[config.mk]
export PLATFORM = sky130hd
export DESIGN_NAME = float_stream_reduce_core
export DESIGN_NICKNAME = d
export VERILOG_FILES = /design/src/rtl/frs_pkg.sv /design/src/rtl/frs_recip.sv /design/src/rtl/frs_fpu.sv /design/src/rtl/float_stream_reduce_core.sv
export SDC_FILE = /design/constraint.sdc
export NUM_CORES = 2
export LEC_CHECK = 0
export BUFFER_PORTS_ARGS = -buffer_cell sky130_fd_sc_hd__buf_2
export CORE_UTILIZATION = 65
export CTS_BUF_LIST = sky130_fd_sc_hd__clkbuf_8
export DETAILED_ROUTE_END_ITERATION = 10
export PLACE_DENSITY = 0.83
export SLEW_MARGIN = 20
export SYNTH_ARGS = -nofsm -noshare
export SYNTH_HDL_FRONTEND = slang
export SYNTH_SLANG_ARGS = --single-unit
[constraint.sdc]
create_clock -name aclk -period 11.5 [get_ports aclk]
set_input_delay 2.3 -clock aclk [delete_from_list [all_inputs] [get_ports aclk]]
set_output_delay 2.3 -clock aclk [all_outputs]
set_load 0.02 [all_outputs]
[src/rtl/frs_pkg.sv]
// Shared types, constants and helpers for the float stream reduce block.
`timescale 1ns / 1ps
package frs_pkg;

    // Reduction kinds, as written into the operation register
    localparam logic [2:0] OP_MAX  = 3'd0;
    localparam logic [2:0] OP_MIN  = 3'd1;
    localparam logic [2:0] OP_SUM  = 3'd2;
    localparam logic [2:0] OP_MEAN = 3'd3;
    localparam logic [2:0] OP_PROD = 3'd4;

    // Float32 constants
    localparam logic [31:0] FP_ZERO   = 32'h0000_0000;
    localparam logic [31:0] FP_ONE    = 32'h3F80_0000;
    localparam logic [31:0] CANON_NAN = 32'h7FC0_0000;

    // Request into the shared float unit
    typedef struct packed {
        logic        start;
        logic        is_mul;
        logic [31:0] a;
        logic [31:0] b;
    } fpu_req_t;

    // Response from the shared float unit
    typedef struct packed {
        logic        done;
        logic [31:0] result;
    } fpu_rsp_t;

    function automatic logic is_nan(input logic [31:0] x);
        return (&x[30:23]) && (|x[22:0]);
    endfunction

    // Ordering key: unsigned compare of keys matches float order, -0 below +0
    function automatic logic [31:0] order_key(input logic [31:0] x);
        return x[31] ? ~x : (x | 32'h8000_0000);
    endfunction

    // maxNum / minNum: a NaN yields the other operand
    function automatic logic [31:0] pick(input logic [31:0] a, input logic [31:0] b,
                                         input logic want_max);
        logic [31:0] ka;
        logic [31:0] kb;
        logic [31:0] r;
        ka = order_key(a);
        kb = order_key(b);
        if (is_nan(a) && is_nan(b)) begin
            r = CANON_NAN;
        end else if (is_nan(a)) begin
            r = b;
        end else if (is_nan(b)) begin
            r = a;
        end else if (want_max) begin
            r = (ka >= kb) ? a : b;
        end else begin
            r = (ka <= kb) ? a : b;
        end
        return r;
    endfunction

endpackage

[src/rtl/frs_recip.sv]
// Iterative float32 reciprocal of an integer length, one quotient bit per cycle.
`timescale 1ns / 1ps
module frs_recip (
    input  logic        aclk,
    input  logic        aresetn,
    input  logic        start,
    input  logic [15:0] len,
    output logic        done,
    output logic [31:0] recip
);

    typedef enum logic [1:0] {S_IDLE, S_DIV, S_RND} state_t;

    state_t      state_reg, state_next;
    logic [17:0] rem_reg, rem_next;
    logic [24:0] quo_reg, quo_next;
    logic [4:0]  cnt_reg, cnt_next;
    logic [3:0]  k_reg, k_next;
    logic [15:0] len_reg, len_next;
    logic        done_reg, done_next;
    logic [31:0] res_reg, res_next;

    // Position of the leading one of the length
    logic [3:0] lead;
    logic       pow2;
    always_comb begin
        lead = '0;
        for (int i = 0; i < 16; i++) begin
            if (len[i]) lead = 4'(i);
        end
        pow2 = ((len & (len - 16'd1)) == 16'd0);
    end

    // Divider step and final rounding
    logic        ge;
    logic [17:0] sub;
    logic [23:0] mant;
    logic        up;
    logic [24:0] m25;
    logic [7:0]  expo;
    always_comb begin
        state_next = state_reg;
        rem_next   = rem_reg;
        quo_next   = quo_reg;
        cnt_next   = cnt_reg;
        k_next     = k_reg;
        len_next   = len_reg;
        done_next  = 1'b0;
        res_next   = res_reg;
        ge   = rem_reg >= {2'b0, len_reg};
        sub  = ge ? (rem_reg - {2'b0, len_reg}) : rem_reg;
        mant = quo_reg[24:1];
        up   = quo_reg[0] & ((|rem_reg) | mant[0]);
        m25  = {1'b0, mant} + {24'b0, up};
        expo = 8'd126 - {4'b0, k_reg};
        unique case (state_reg)
            S_IDLE: begin
                if (start) begin
                    if (pow2) begin
                        res_next  = {1'b0, 8'd127 - {4'b0, lead}, 23'b0};
                        done_next = 1'b1;
                    end else begin
                        rem_next   = 18'd1 << ({1'b0, lead} + 5'd1);
                        quo_next   = '0;
                        cnt_next   = '0;
                        k_next     = lead;
                        len_next   = len;
                        state_next = S_DIV;
                    end
                end
            end
            S_DIV: begin
                quo_next = {quo_reg[23:0], ge};
                rem_next = {sub[16:0], 1'b0};
                cnt_next = cnt_reg + 5'd1;
                if (cnt_reg == 5'd24) state_next = S_RND;
            end
            S_RND: begin
                if (m25[24]) begin
                    res_next = {1'b0, expo + 8'd1, 23'b0};
                end else begin
                    res_next = {1'b0, expo, m25[22:0]};
                end
                done_next  = 1'b1;
                state_next = S_IDLE;
            end
            default: state_next = S_IDLE;
        endcase
    end

    always_ff @(posedge aclk) begin
        if (!aresetn) begin
            state_reg <= S_IDLE;
            done_reg  <= 1'b0;
        end else begin
            state_reg <= state_next;
            done_reg  <= done_next;
        end
        rem_reg <= rem_next;
        quo_reg <= quo_next;
        cnt_reg <= cnt_next;
        k_reg   <= k_next;
        len_reg <= len_next;
        res_reg <= res_next;
    end

    assign done  = done_reg;
    assign recip = res_reg;

endmodule

[src/rtl/frs_fpu.sv]
// Shared float32 add / multiply unit: prepare, normalize loop, round to nearest even.
`timescale 1ns / 1ps
module frs_fpu (
    input  logic             aclk,
    input  logic             aresetn,
    input  frs_pkg::fpu_req_t req,
    output frs_pkg::fpu_rsp_t rsp
);

    typedef enum logic [1:0] {S_IDLE, S_PREP, S_NORM, S_ROUND} state_t;

    state_t             state_reg, state_next;
    logic [31:0]        a_reg, a_next;
    logic [31:0]        b_reg, b_next;
    logic               mul_reg, mul_next;
    logic [47:0]        w_reg, w_next;
    logic signed [10:0] x_reg, x_next;
    logic               stk_reg, stk_next;
    logic               sign_reg, sign_next;
    logic               zsign_reg, zsign_next;
    logic [31:0]        res_reg, res_next;
    logic               done_reg, done_next;

    // Operand unpack
    logic        sa, sb;
    logic [7:0]  ea, eb, eae, ebe;
    logic [23:0] ma, mb;
    logic        nan_a, nan_b, inf_a, inf_b, zero_a, zero_b;
    always_comb begin
        sa     = a_reg[31];
        sb     = b_reg[31];
        ea     = a_reg[30:23];
        eb     = b_reg[30:23];
        eae    = (ea == 8'd0) ? 8'd1 : ea;
        ebe    = (eb == 8'd0) ? 8'd1 : eb;
        ma     = {|ea, a_reg[22:0]};
        mb     = {|eb, b_reg[22:0]};
        nan_a  = frs_pkg::is_nan(a_reg);
        nan_b  = frs_pkg::is_nan(b_reg);
        inf_a  = (&ea) && !(|a_reg[22:0]);
        inf_b  = (&eb) && !(|b_reg[22:0]);
        zero_a = !(|a_reg[30:0]);
        zero_b = !(|b_reg[30:0]);
    end

    // Multiply path: one 24x24 product, registered into the work word
    logic [47:0]        prod;
    logic signed [10:0] x_mul;
    assign prod  = ma * mb;
    assign x_mul = $signed({3'b0, eae}) + $signed({3'b0, ebe}) - 11'sd126;

    // Add path: order by magnitude, align smaller operand with sticky
    logic        a_big;
    logic        s_big;
    logic [7:0]  e_big, e_sml, dexp;
    logic [23:0] m_big, m_sml;
    logic [53:0] ext;
    logic [26:0] al, al_s;
    logic        st;
    logic [27:0] sum;
    always_comb begin
        a_big = a_reg[30:0] >= b_reg[30:0];
        s_big = a_big ? sa : sb;
        e_big = a_big ? eae : ebe;
        e_sml = a_big ? ebe : eae;
        m_big = a_big ? ma : mb;
        m_sml = a_big ? mb : ma;
        dexp  = e_big - e_sml;
        ext   = {m_sml, 30'b0} >> dexp;
        if (dexp >= 8'd27) begin
            al = '0;
            st = |m_sml;
        end else begin
            al = ext[53:27];
            st = |ext[26:0];
        end
        al_s = {al[26:1], al[0] | st};
        if (sa == sb) begin
            sum = {1'b0, m_big, 3'b0} + {1'b0, al_s};
        end else begin
            sum = {1'b0, m_big, 3'b0} - {1'b0, al_s};
        end
    end

    // Denormalizing right shift
    logic signed [10:0] nsh;
    logic [95:0]        rsh;
    always_comb begin
        nsh = 11'sd1 - x_reg;
        rsh = {w_reg, 48'b0} >> nsh[6:0];
    end

    // Rounding
    logic [23:0]        rm;
    logic               rup;
    logic [24:0]        rm25;
    logic signed [10:0] xr;
    logic [23:0]        mfin;
    logic               sfin;
    always_comb begin
        rm   = w_reg[47:24];
        rup  = w_reg[23] & ((|w_reg[22:0]) | stk_reg | rm[0]);
        rm25 = {1'b0, rm} + {24'b0, rup};
        if (rm25[24]) begin
            mfin = rm25[24:1];
            xr   = x_reg + 11'sd1;
        end else begin
            mfin = rm25[23:0];
            xr   = x_reg;
        end
        sfin = (mfin == 24'd0) ? zsign_reg : sign_reg;
    end

    // Sequencer
    always_comb begin
        state_next = state_reg;
        a_next     = a_reg;
        b_next     = b_reg;
        mul_next   = mul_reg;
        w_next     = w_reg;
        x_next     = x_reg;
        stk_next   = stk_reg;
        sign_next  = sign_reg;
        zsign_next = zsign_reg;
        res_next   = res_reg;
        done_next  = 1'b0;
        unique case (state_reg)
            S_IDLE: begin
                if (req.start) begin
                    a_next     = req.a;
                    b_next     = req.b;
                    mul_next   = req.is_mul;
                    state_next = S_PREP;
                end
            end
            S_PREP: begin
                stk_next   = 1'b0;
                state_next = S_NORM;
                if (mul_reg) begin
                    sign_next  = sa ^ sb;
                    zsign_next = sa ^ sb;
                    w_next     = prod;
                    x_next     = x_mul;
                    if (nan_a || nan_b || (inf_a && zero_b) || (zero_a && inf_b)) begin
                        res_next   = frs_pkg::CANON_NAN;
                        done_next  = 1'b1;
                        state_next = S_IDLE;
                    end else if (inf_a || inf_b) begin
                        res_next   = {sa ^ sb, 8'hFF, 23'b0};
                        done_next  = 1'b1;
                        state_next = S_IDLE;
                    end else if (zero_a || zero_b) begin
                        res_next   = {sa ^ sb, 31'b0};
                        done_next  = 1'b1;
                        state_next = S_IDLE;
                    end
                end else begin
                    sign_next  = s_big;
                    zsign_next = sa & sb;
                    w_next     = {sum, 20'b0};
                    x_next     = $signed({3'b0, e_big}) + 11'sd1;
                    if (nan_a || nan_b || (inf_a && inf_b && (sa != sb))) begin
                        res_next   = frs_pkg::CANON_NAN;
                        done_next  = 1'b1;
                        state_next = S_IDLE;
                    end else if (inf_a) begin
                        res_next   = a_reg;
                        done_next  = 1'b1;
                        state_next = S_IDLE;
                    end else if (inf_b) begin
                        res_next   = b_reg;
                        done_next  = 1'b1;
                        state_next = S_IDLE;
                    end
                end
            end
            S_NORM: begin
                priority if (x_reg < 11'sd1) begin
                    if (nsh >= 11'sd48) begin
                        w_next   = '0;
                        stk_next = stk_reg | (|w_reg);
                    end else begin
                        w_next   = rsh[95:48];
                        stk_next = stk_reg | (|rsh[47:0]);
                    end
                    x_next     = 11'sd1;
                    state_next = S_ROUND;
                end else if (!w_reg[47] && x_reg > 11'sd1) begin
                    priority if (w_reg[47:32] == 16'd0 && x_reg > 11'sd16) begin
                        w_next = {w_reg[31:0], 16'b0};
                        x_next = x_reg - 11'sd16;
                    end else if (w_reg[47:44] == 4'd0 && x_reg > 11'sd4) begin
                        w_next = {w_reg[43:0], 4'b0};
                        x_next = x_reg - 11'sd4;
                    end else begin
                        w_next = {w_reg[46:0], 1'b0};
                        x_next = x_reg - 11'sd1;
                    end
                end else begin
                    state_next = S_ROUND;
                end
            end
            S_ROUND: begin
                if (xr > 11'sd254) begin
                    res_next = {sign_reg, 8'hFF, 23'b0};
                end else begin
                    res_next = {sfin, mfin[23] ? xr[7:0] : 8'd0, mfin[22:0]};
                end
                done_next  = 1'b1;
                state_next = S_IDLE;
            end
            default: state_next = S_IDLE;
        endcase
    end

    always_ff @(posedge aclk) begin
        if (!aresetn) begin
            state_reg <= S_IDLE;
            done_reg  <= 1'b0;
        end else begin
            state_reg <= state_next;
            done_reg  <= done_next;
        end
        a_reg     <= a_next;
        b_reg     <= b_next;
        mul_reg   <= mul_next;
        w_reg     <= w_next;
        x_reg     <= x_next;
        stk_reg   <= stk_next;
        sign_reg  <= sign_next;
        zsign_reg <= zsign_next;
        res_reg   <= res_next;
    end

    assign rsp.done   = done_reg;
    assign rsp.result = res_reg;

endmodule

[src/rtl/float_stream_reduce_core.sv]
// Top level: float32 stream reduction (max, min, sum, mean, product) per group.
// One element is taken at a time. Max and min fold an item straight into the result register,
// then close. Sum and product go through the shared float add/multiply unit: prepare, then
// one normalize shift step at a time, then round (the unit ends at prepare when an operand is
// NaN, infinite or, for product, zero); the shift steps grow with cancellation or subnormal
// operands. Closing a mean group adds a reciprocal of the length (through the one-bit-per-cycle
// divider, with no divide steps for a power of two) and one more multiply. The result sits in
// an output register, and the next element is taken while it waits; the next group's result
// stalls the block until that register is free.
`timescale 1ns / 1ps
module float_stream_reduce_core #(
    parameter int LENGTH_BITS = 16
) (
    input  logic        aclk,
    input  logic        aresetn,
    input  logic        s_valid,
    output logic        s_ready,
    input  logic [31:0] s_element,
    output logic        m_valid,
    input  logic        m_ready,
    output logic [31:0] m_reduced_value,
    input  logic        psel,
    input  logic        penable,
    input  logic        pwrite,
    input  logic [2:0]  paddr,
    input  logic [31:0] pwdata,
    output logic [31:0] prdata,
    output logic        pready
);

    localparam logic [15:0] LEN_MASK =
        (LENGTH_BITS >= 16) ? 16'hFFFF : 16'((32'd1 << LENGTH_BITS) - 32'd1);

    localparam logic REG_OPERATION = 1'b0;
    localparam logic REG_LENGTH    = 1'b1;

    typedef enum logic [2:0] {ST_IDLE, ST_WAIT, ST_CLOSE, ST_RECIP, ST_MEAN, ST_OUT}
        state_t;

    state_t      state_reg;
    logic [2:0]  operation_reg;
    logic [15:0] length_reg;
    logic [31:0] acc_reg;
    logic [15:0] count_reg;
    logic [2:0]  op_reg;
    logic [15:0] len_reg;
    logic [15:0] cnt_reg;
    logic [31:0] res_reg;
    logic        m_valid_reg;
    logic [31:0] m_data_reg;

    // Configuration port
    logic cfg_wr;
    assign cfg_wr = psel & penable & pwrite;
    assign pready = 1'b1;
    assign prdata = (paddr[2] == REG_LENGTH) ? {16'b0, length_reg} : {29'b0, operation_reg};

    // Item decode at accept
    logic        accept;
    logic        first;
    logic        is_arith;
    logic        is_mul;
    logic [15:0] len_masked;
    logic [15:0] len_eff;
    assign accept     = s_valid & s_ready;
    assign first      = (count_reg == 16'd0);
    assign is_mul     = (operation_reg == frs_pkg::OP_PROD);
    assign is_arith   = (operation_reg == frs_pkg::OP_SUM) ||
                        (operation_reg == frs_pkg::OP_MEAN) || is_mul;
    assign len_masked = length_reg & LEN_MASK;
    assign len_eff    = (len_masked == 16'd0) ? 16'd1 : len_masked;

    // Shared float unit and reciprocal divider
    frs_pkg::fpu_req_t fpu_req;
    frs_pkg::fpu_rsp_t fpu_rsp;
    logic              recip_start;
    logic              recip_done;
    logic [31:0]       recip_val;

    always_comb begin
        if (state_reg == ST_RECIP) begin
            fpu_req.start  = recip_done;
            fpu_req.is_mul = 1'b1;
            fpu_req.a      = res_reg;
            fpu_req.b      = recip_val;
        end else begin
            fpu_req.start  = accept & is_arith;
            fpu_req.is_mul = is_mul;
            fpu_req.a      = first ? (is_mul ? frs_pkg::FP_ONE : frs_pkg::FP_ZERO) : acc_reg;
            fpu_req.b      = s_element;
        end
    end

    frs_fpu u_fpu (
        .aclk    (aclk),
        .aresetn (aresetn),
        .req     (fpu_req),
        .rsp     (fpu_rsp)
    );

    logic group_done;
    assign group_done  = (cnt_reg >= len_reg) || (cnt_reg == 16'd0);
    assign recip_start = (state_reg == ST_CLOSE) && group_done &&
                         (op_reg == frs_pkg::OP_MEAN);

    frs_recip u_recip (
        .aclk    (aclk),
        .aresetn (aresetn),
        .start   (recip_start),
        .len     (len_reg),
        .done    (recip_done),
        .recip   (recip_val)
    );

    // Sequencer, accumulator and output register
    always_ff @(posedge aclk) begin
        if (!aresetn) begin
            state_reg     <= ST_IDLE;
            operation_reg <= frs_pkg::OP_MAX;
            length_reg    <= 16'd1;
            acc_reg       <= frs_pkg::FP_ZERO;
            count_reg     <= 16'd0;
            m_valid_reg   <= 1'b0;
        end else begin
            if (cfg_wr) begin
                if (paddr[2] == REG_OPERATION) operation_reg <= pwdata[2:0];
                else                           length_reg    <= pwdata[15:0];
            end
            // ST_OUT handles the output register itself
            if (m_valid_reg && m_ready && state_reg != ST_OUT) m_valid_reg <= 1'b0;
            unique case (state_reg)
                ST_IDLE: begin
                    if (accept) begin
                        op_reg  <= operation_reg;
                        len_reg <= len_eff;
                        cnt_reg <= count_reg + 16'd1;
                        if (is_arith) begin
                            state_reg <= ST_WAIT;
                        end else begin
                            res_reg   <= frs_pkg::pick(first ? s_element : acc_reg, s_element,
                                                       operation_reg != frs_pkg::OP_MIN);
                            state_reg <= ST_CLOSE;
                        end
                    end
                end
                ST_WAIT: begin
                    if (fpu_rsp.done) begin
                        res_reg   <= fpu_rsp.result;
                        state_reg <= ST_CLOSE;
                    end
                end
                ST_CLOSE: begin
                    if (group_done) begin
                        acc_reg   <= frs_pkg::FP_ZERO;
                        count_reg <= 16'd0;
                        state_reg <= (op_reg == frs_pkg::OP_MEAN) ? ST_RECIP : ST_OUT;
                    end else begin
                        acc_reg   <= res_reg;
                        count_reg <= cnt_reg;
                        state_reg <= ST_IDLE;
                    end
                end
                ST_RECIP: begin
                    if (recip_done) state_reg <= ST_MEAN;
                end
                ST_MEAN: begin
                    if (fpu_rsp.done) begin
                        res_reg   <= fpu_rsp.result;
                        state_reg <= ST_OUT;
                    end
                end
                ST_OUT: begin
                    if (!m_valid_reg || m_ready) begin
                        m_valid_reg <= 1'b1;
                        m_data_reg  <= res_reg;
                        state_reg   <= ST_IDLE;
                    end
                end
                default: state_reg <= ST_IDLE;
            endcase
        end
    end

    assign s_ready         = (state_reg == ST_IDLE);
    assign m_valid         = m_valid_reg;
    assign m_reduced_value = m_data_reg;

    // Checks
    a_one_at_a_time: assert property (@(posedge aclk) disable iff (!aresetn)
        (s_valid && s_ready) |=> !s_ready)
        else $error("element taken while previous still in work");

    a_out_from_seq: assert property (@(posedge aclk) disable iff (!aresetn)
        $rose(m_valid) |-> $past(state_reg == ST_OUT))
        else $error("result raised outside output step");

    a_fpu_only_busy: assert property (@(posedge aclk) disable iff (!aresetn)
        fpu_rsp.done |-> (state_reg == ST_WAIT || state_reg == ST_MEAN))
        else $error("float unit finished with no request pending");

endmodule

**Word-level counts from Yosys, hierarchy flattened**

Cells that the tools add are included.

- Bits in latches: 0
- Register bits: 435
- RAM bits: 0
- Bits in read-only memories: 0
- Memories kept: 0
- Output and inout bits: 67

- Divide/modulo/power cells: 0
- Shift-type cells: 3
- Bitwise gates (word level): 19
- Reduce and logical (&&, ||, !) cells: 85
- Eq/ne operators: 36
- Multiplexer cells: 127
- Add/sub/neg operators: 21
- $lt $le $gt $ge: 12
- Multipliers: 1

Operators by type and width:

| kind | number |
|---|---|
| $mux 32 | 24 |
| $mux 48 | 6 |
| $pmux 32 s2 | 3 |
| $reduce_or 23->1 | 5 |
| $pmux 48 s2 | 1 |
| $reduce_or 48->1 | 2 |
| $shr 96x7->96 | 1 |
| $logic_not 16->1 | 5 |
| $mux 24 | 3 |
| $mux 11 | 6 |
| $mux 66 | 1 |
| $not 32->32 | 2 |
| $reduce_or 31->1 | 2 |
| $shr 54x8->54 | 1 |
| $add 24x1->25 | 2 |
| $mux 25 | 2 |
| $pmux 25 s2 | 1 |
| $mul 24x24->48 | 1 |
| $mux 8 | 5 |
| $mux 18 | 2 |
| $pmux 18 s2 | 1 |
| $mux 3 | 11 |
| $ge 32x32->1 | 1 |
| $le 32x32->1 | 1 |
| other kinds (83) | 215 |

**Logic depth before layout (Yosys ltp)**

- Depth after elaboration: 20
- Gate-level depth with buffers: 44
- Gate-level depth less buffers: 39

**Modules after synthesis**

A second synthesis with hierarchy kept.

- Cell total of the unflattened synthesis: 6,288
- Area, all modules: 54,601.1 sq um

By module, submodules not included:

| module | area each (sq um) | cells an instance | seq. area each (sq um) | instances |
|---|---|---|---|---|
| frs_fpu | 38,052.7 | 4,536 | 4,834.6 | 1 |
| float_stream_reduce_core | 10,796.6 | 1,232 | 4,394.2 | 1 |
| frs_recip | 5,751.8 | 520 | 3,032.9 | 1 |

**Least setup slack after synthesis**

No wires, ideal clock.

- Path kind: reg-to-reg
- From: register u_fpu.b_reg[4]
- To: register u_fpu.w_reg[47] (data pin)
- Path buffers: 7
- Stages on the path, launching flop included: 40
- Setup slack: 3.334 ns
- Data required time: 11.230 ns
- Arrival time: 7.896 ns
- Setup time: 0.270 ns
- Path through: edfxtp_1 > clkbuf_1 > inv_1 > ha_1 > a211oi_1 > o21ai_0 > o221ai_1 > a31oi_2 > nor2_4 > clkbuf_1 > buf_2 > a21oi_1 > ha_1 > clkbuf_1 > clkbuf_1 > clkbuf_1 > clkbuf_1 > nor2_1 > (+4 left out) > or2_2 > ha_1 > o21bai_1 > a21oi_1 > o21bai_1 > a21oi_1 > o21bai_1 > a21oi_1 > o21ai_0 > a2111o_1 > a31oi_1 > a221o_1 > a221oi_1 > nor3_1 > a2111oi_0 > nor3_1 > a41oi_1 > o41ai_1

- Word-level cells in the longest chain between the ends: 11
- Elaborated cells on any way between the ends: 19

RTL lines:

| item | RTL line | source |
|---|---|---|
| start, declared | frs_fpu.sv:14 | `logic [31:0] b_reg, b_next;` |
| start signal, assigned | frs_fpu.sv:225 | `b_reg <= b_next;` |
| $ge 31x31->1 | frs_fpu.sv:62 | `a_big = a_reg[30:0] >= b_reg[30:0];` |
| $mux 8, on equally long branches | frs_fpu.sv:64, frs_fpu.sv:65 |  |
| $sub 8x8->8 | frs_fpu.sv:68 | `dexp = e_big - e_sml;` |
| $shr 54x8->54 | frs_fpu.sv:69 | `ext = {m_sml, 30'b0} >> dexp;` |
| $reduce_or 27->1 | frs_fpu.sv:75 | `st = \|ext[26:0];` |
| $mux 1 | frs_fpu.sv:70 | `if (dexp >= 8'd27) begin` |
| $or 1x1->1 | frs_fpu.sv:77 | `al_s = {al[26:1], al[0] \| st};` |
| $sub 27x27->28 / $add 27x27->28 (equally long branches) | frs_fpu.sv:81, frs_fpu.sv:79 |  |
| $mux 28 | frs_fpu.sv:78 | `if (sa == sb) begin` |
| $mux 48 * | frs_fpu.sv:139 | `if (mul_reg) begin` |
| $pmux 48 s2 * | frs_fpu.sv:127 | `unique case (state_reg)` |
| net u_fpu.w_next[47] | frs_fpu.sv:16 | `logic [47:0] w_reg, w_next;` |
| end signal, assigned | frs_fpu.sv:227 | `w_reg <= w_next;` |
| end, declared | frs_fpu.sv:16 |  |

Mark *: on every way through the listed nets, which the timed path passes. The rest lies on a longest branch.
A chain may end at the register's enable or synchronous reset.

**Worst setup path in the final report**

- From: register u_fpu.b_reg[16]
- To: register u_fpu.w_reg[47] (data pin)

Same word-level chain as after synthesis.

==> results.txt <==
----------------------------------------------------
[Run status]
  Outcome ... finished clean

[Timing]
  Worst setup skew after layout ... 51.7 ps
  Final setup vio count ... 0
  Worst Max-Slew Pin Slew ... 1020 ps
  Final WS setup ... 1750 ps
  Fmax ... 103 MHz
  Final hold viol count ... 0
  Summed negative setup slack over all endpoints ... 0 ps
  Final Max Slew Viols ... 0
  RSZ-0062 raised after global routing ... false
  Headroom to the max-slew limit ... 32.1%
  Crit path time final ... 9750 ps
  Fin crit share ... 84.7%

[Synthesis]
  Share of async-settable or async-resettable flops after synthesis ... 0%
  Number of enable flip-flop cells after synthesis ... 357
  Main area contributors after synthesis ... sky130_fd_sc_hd__edfxtp_1 20%, sky130_fd_sc_hd__fa_1 18%, sky130_fd_sc_hd__ha_1 8.8%
  Synth warn ... 0
  Synth top area share ... 20.1%
  Synth area leader ... sky130_fd_sc_hd__edfxtp_1
  Share of synthesized area occupied by flip-flops and latches ... 23.0%
  Cell count after synthesis ... 6225
  Main flop type after synthesis ... sky130_fd_sc_hd__edfxtp_1
  Avg Synthesized Cell Area ... 8.57 µm²
  Library cells used by synthesis ... 113
  Synthesized flop and latch total ... 434
  Syn Std Cell Area ... 53400 µm²

[Setup path]
  Critical path startpoint category ... flop
  Arr. time, crit path ... 10140 ps
  Library cell appearing most often on the critical path ... sky130_fd_sc_hd__a21oi_1
  Slowest cell delay on critical path ... 660 ps
  CP required ... 11890 ps
  Critical path endpoint category ... flop
  Category of the most critical setup path ... flop to flop
  Worst-path fanout max ... 35
  Slowest stage cell, crit path ... sky130_fd_sc_hd__a31oi_2

[Final layout]
  Net count reported at finish ... 7031
  Proportion of layout cells with a drive suffix above 1 ... 7.72%
  Sequential Area ... 12300 µm²
  Area grow syn2layout ... 4.99%
  Footprint of the multi-input gates ... 37000 µm²
  Max FFs per register ... 48
  Fill cells ... 6291

[Clock network]
  Clock tree root buffer cell ... sky130_fd_sc_hd__clkbuf_8
  Clock transition at path regs ... 70 ps
  Number of instances resized during post-cts repair ... 0
  Hold Buf Count CTS ... 0
  Buffer depth of the longest clock path ... 3
  Post-CTS Setup Bufs ... 0
  Clock tree from TritonCTS ... done
  Clock latency at the later pin of the worst-skew pair ... 680 ps
  Cts bufs inserted ... 71
  H-tree levels ... 3
  Clock sink count ... 434

[Placement]
  Post-place setup slack ... 2230 ps
  Gpl congestion ... 1.03
  IO buf count ... 105
  HPWL after detailed placement ... 131000 µm

[Route]
  Avg Vias per Cell ... 6.54
  Residual antenna-violating net count after detailed routing ... 0
  DR vias ... 47200
  Count of TritonRoute iterations in the first routing pass ... 7
  Iter 0 DRT Violations ... 5888
  Wire per inst ... 24.2 µm
  Routed WL ... 174000 µm
  Number of remaining DRC errors ... 0

[Global routing]
  Number of global-route vias before repair ... 45800
  Total gr overflow ... 0
  Antenna violations before repair ... 4
  Largest net degree at the start of global routing ... 71
  First-pass GRT wire length ... 267000 µm
  Global-route usage over all layers ... 42.0%

[Flow run]
  Maximum Capacitance Violations ... 0

[Floorplanning]
  Starting Density ... 66.0%
  Number of placed I/O pins ... 141
  FP Rows ... 104
  Die width ... 289 µm
  Area of the die ... 83300 µm²
  DIE HEIGHT ... 289 µm
  CORE AREA ... 80900 µm²

[Min path]
  Worst hold path class ... flop to flop

[Power]
  Reported leakage power ... 0.0245 µW
  Total power divided by cell area ... 238 nW/µm²
  Max rail drop VDD ... 461 µV

----------------------------------------------------
==> routing by layer <==
| metal | global-route usage, % | part of all wire (%) | up-vias |
|---|---|---|---|
| li1 | - | - | 20800 |
| met1 | 54.0 | 36 | 22500 |
| met2 | 65.0 | 45 | 3190 |
| met3 | 10.3 | 12 | 676 |
| met4 | 23.9 | 6.9 | 4 |
| met5 | 0 | 0.019 | - |
==> logic make-up (layout without fill, tap and decap cells) <==
kind of cell | Yosys count | in the layout | synth area share [%]
compound gates | 1167 | 1167 | 13.9
xor+xnor | 240 | 240 | 3.95
fa+ha+maj | 862 | 862 | 27.0
buf+inv | 1132 | 1045 | 8.21
flops | 434 | 434 | 23.0
mux | 238 | 238 | 5.29
other cells | 2 | 20 | 0.0141
simple gates | 2150 | 2150 | 18.6
==> cells in the final DEF, fill, tap and decap left out, types with 48 or more instances in the layout <==
cell type,count
sky130_fd_sc_hd__and2_1,208
sky130_fd_sc_hd__nor3_1,73
sky130_fd_sc_hd__nand4_1,60
sky130_fd_sc_hd__xnor2_1,139
sky130_fd_sc_hd__nand3_1,180
sky130_fd_sc_hd__a21oi_1,357
sky130_fd_sc_hd__ha_1,375
sky130_fd_sc_hd__xor2_1,95
sky130_fd_sc_hd__nand2b_1,51
sky130_fd_sc_hd__a211oi_1,48
sky130_fd_sc_hd__buf_2,105
sky130_fd_sc_hd__buf_4,128
sky130_fd_sc_hd__nor4_1,67
sky130_fd_sc_hd__o22ai_1,63
sky130_fd_sc_hd__mux2i_1,181
sky130_fd_sc_hd__a21o_1,53
sky130_fd_sc_hd__edfxtp_1,357
sky130_fd_sc_hd__inv_1,692
sky130_fd_sc_hd__dfxtp_1,77
sky130_fd_sc_hd__nor2b_1,48
sky130_fd_sc_hd__clkbuf_8,75
sky130_fd_sc_hd__nand2_1,981
sky130_fd_sc_hd__nor2_1,339
sky130_fd_sc_hd__fa_1,485
sky130_fd_sc_hd__o21ai_0,273
==> final timing paths <==
check,startpoint,to,slack (ps),cells after the start
worst min register to register,len_masked[9]$_SDFFE_PN0P_,len_reg[9]$_SDFFCE_PN0P_,480,0
worst min-delay path,len_masked[9]$_SDFFE_PN0P_,len_reg[9]$_SDFFCE_PN0P_,480,0
worst max register to register,u_fpu.b_reg[16]$_DFFE_PP_,u_fpu.w_reg[47]$_DFFE_PP_,1750,40
worst max-delay path,u_fpu.b_reg[16]$_DFFE_PP_,u_fpu.w_reg[47]$_DFFE_PP_,1750,40
==> Yosys cell counts (51+ instances only) <==
library cell / n
sky130_fd_sc_hd__a21o_1: 53
sky130_fd_sc_hd__a21oi_1: 357
sky130_fd_sc_hd__and2_1: 209
sky130_fd_sc_hd__clkbuf_1: 374
sky130_fd_sc_hd__dfxtp_1: 77
sky130_fd_sc_hd__edfxtp_1: 357
sky130_fd_sc_hd__fa_1: 485
sky130_fd_sc_hd__ha_1: 376
sky130_fd_sc_hd__inv_1: 675
sky130_fd_sc_hd__mux2i_1: 182
sky130_fd_sc_hd__nand2_1: 982
sky130_fd_sc_hd__nand2b_1: 51
sky130_fd_sc_hd__nand3_1: 181
sky130_fd_sc_hd__nand4_1: 60
sky130_fd_sc_hd__nor2_1: 342
sky130_fd_sc_hd__nor3_1: 78
sky130_fd_sc_hd__nor4_1: 69
sky130_fd_sc_hd__o21ai_0: 274
sky130_fd_sc_hd__o22ai_1: 63
sky130_fd_sc_hd__xnor2_1: 143
sky130_fd_sc_hd__xor2_1: 96
==> area by class of cell <==
type	instances	area share, %
diodes	2	0.00893
well taps	1060	2.37
flip-flops and latches	434	21.9
inverters	681	4.56
clock buffers	75	1.84
multi-input cells	4675	65.9
repair buffers	233	2.65
clock inverters	56	0.755
==> worst max-delay path: cells and delay by family (launching register included) <==
kind | cells | cell delay (ps)
and+or+nand+nor | 10 | 1820
AOI/OAI and AO/OA | 22 | 4920
adders and majority gates | 4 | 1290
muxes | 1 | 390
buffers and inverters | 3 | 710
DFF | 1 | 320
==> power by group <==
group / switching [µW] / internal [µW] / leakage [µW]
Sequential: 399 / 2110 / 0.00387
Clock: 689 / 732 / 0.000818
Combinational: 6080 / 3310 / 0.0198
==> stage by stage <==
step | hold slack, ps | instances | area [µm²] | utilization (%) | total power [µW]
after floorplan | 445 | 6241 | 53400 | - | 8390
after global placement | 466 | 7083 | 54600 | 67.4 | 11300
after detailed placement | 466 | 7083 | 54600 | 67.4 | 11600
after CTS | 483 | 7214 | 56000 | 69.2 | 13000
after global routing | 512 | 7215 | 56000 | 69.2 | 14000
final | 484 | 7216 | 56000 | 69.2 | 13300
Note: power is estimated with default switching activity, not from simulation.
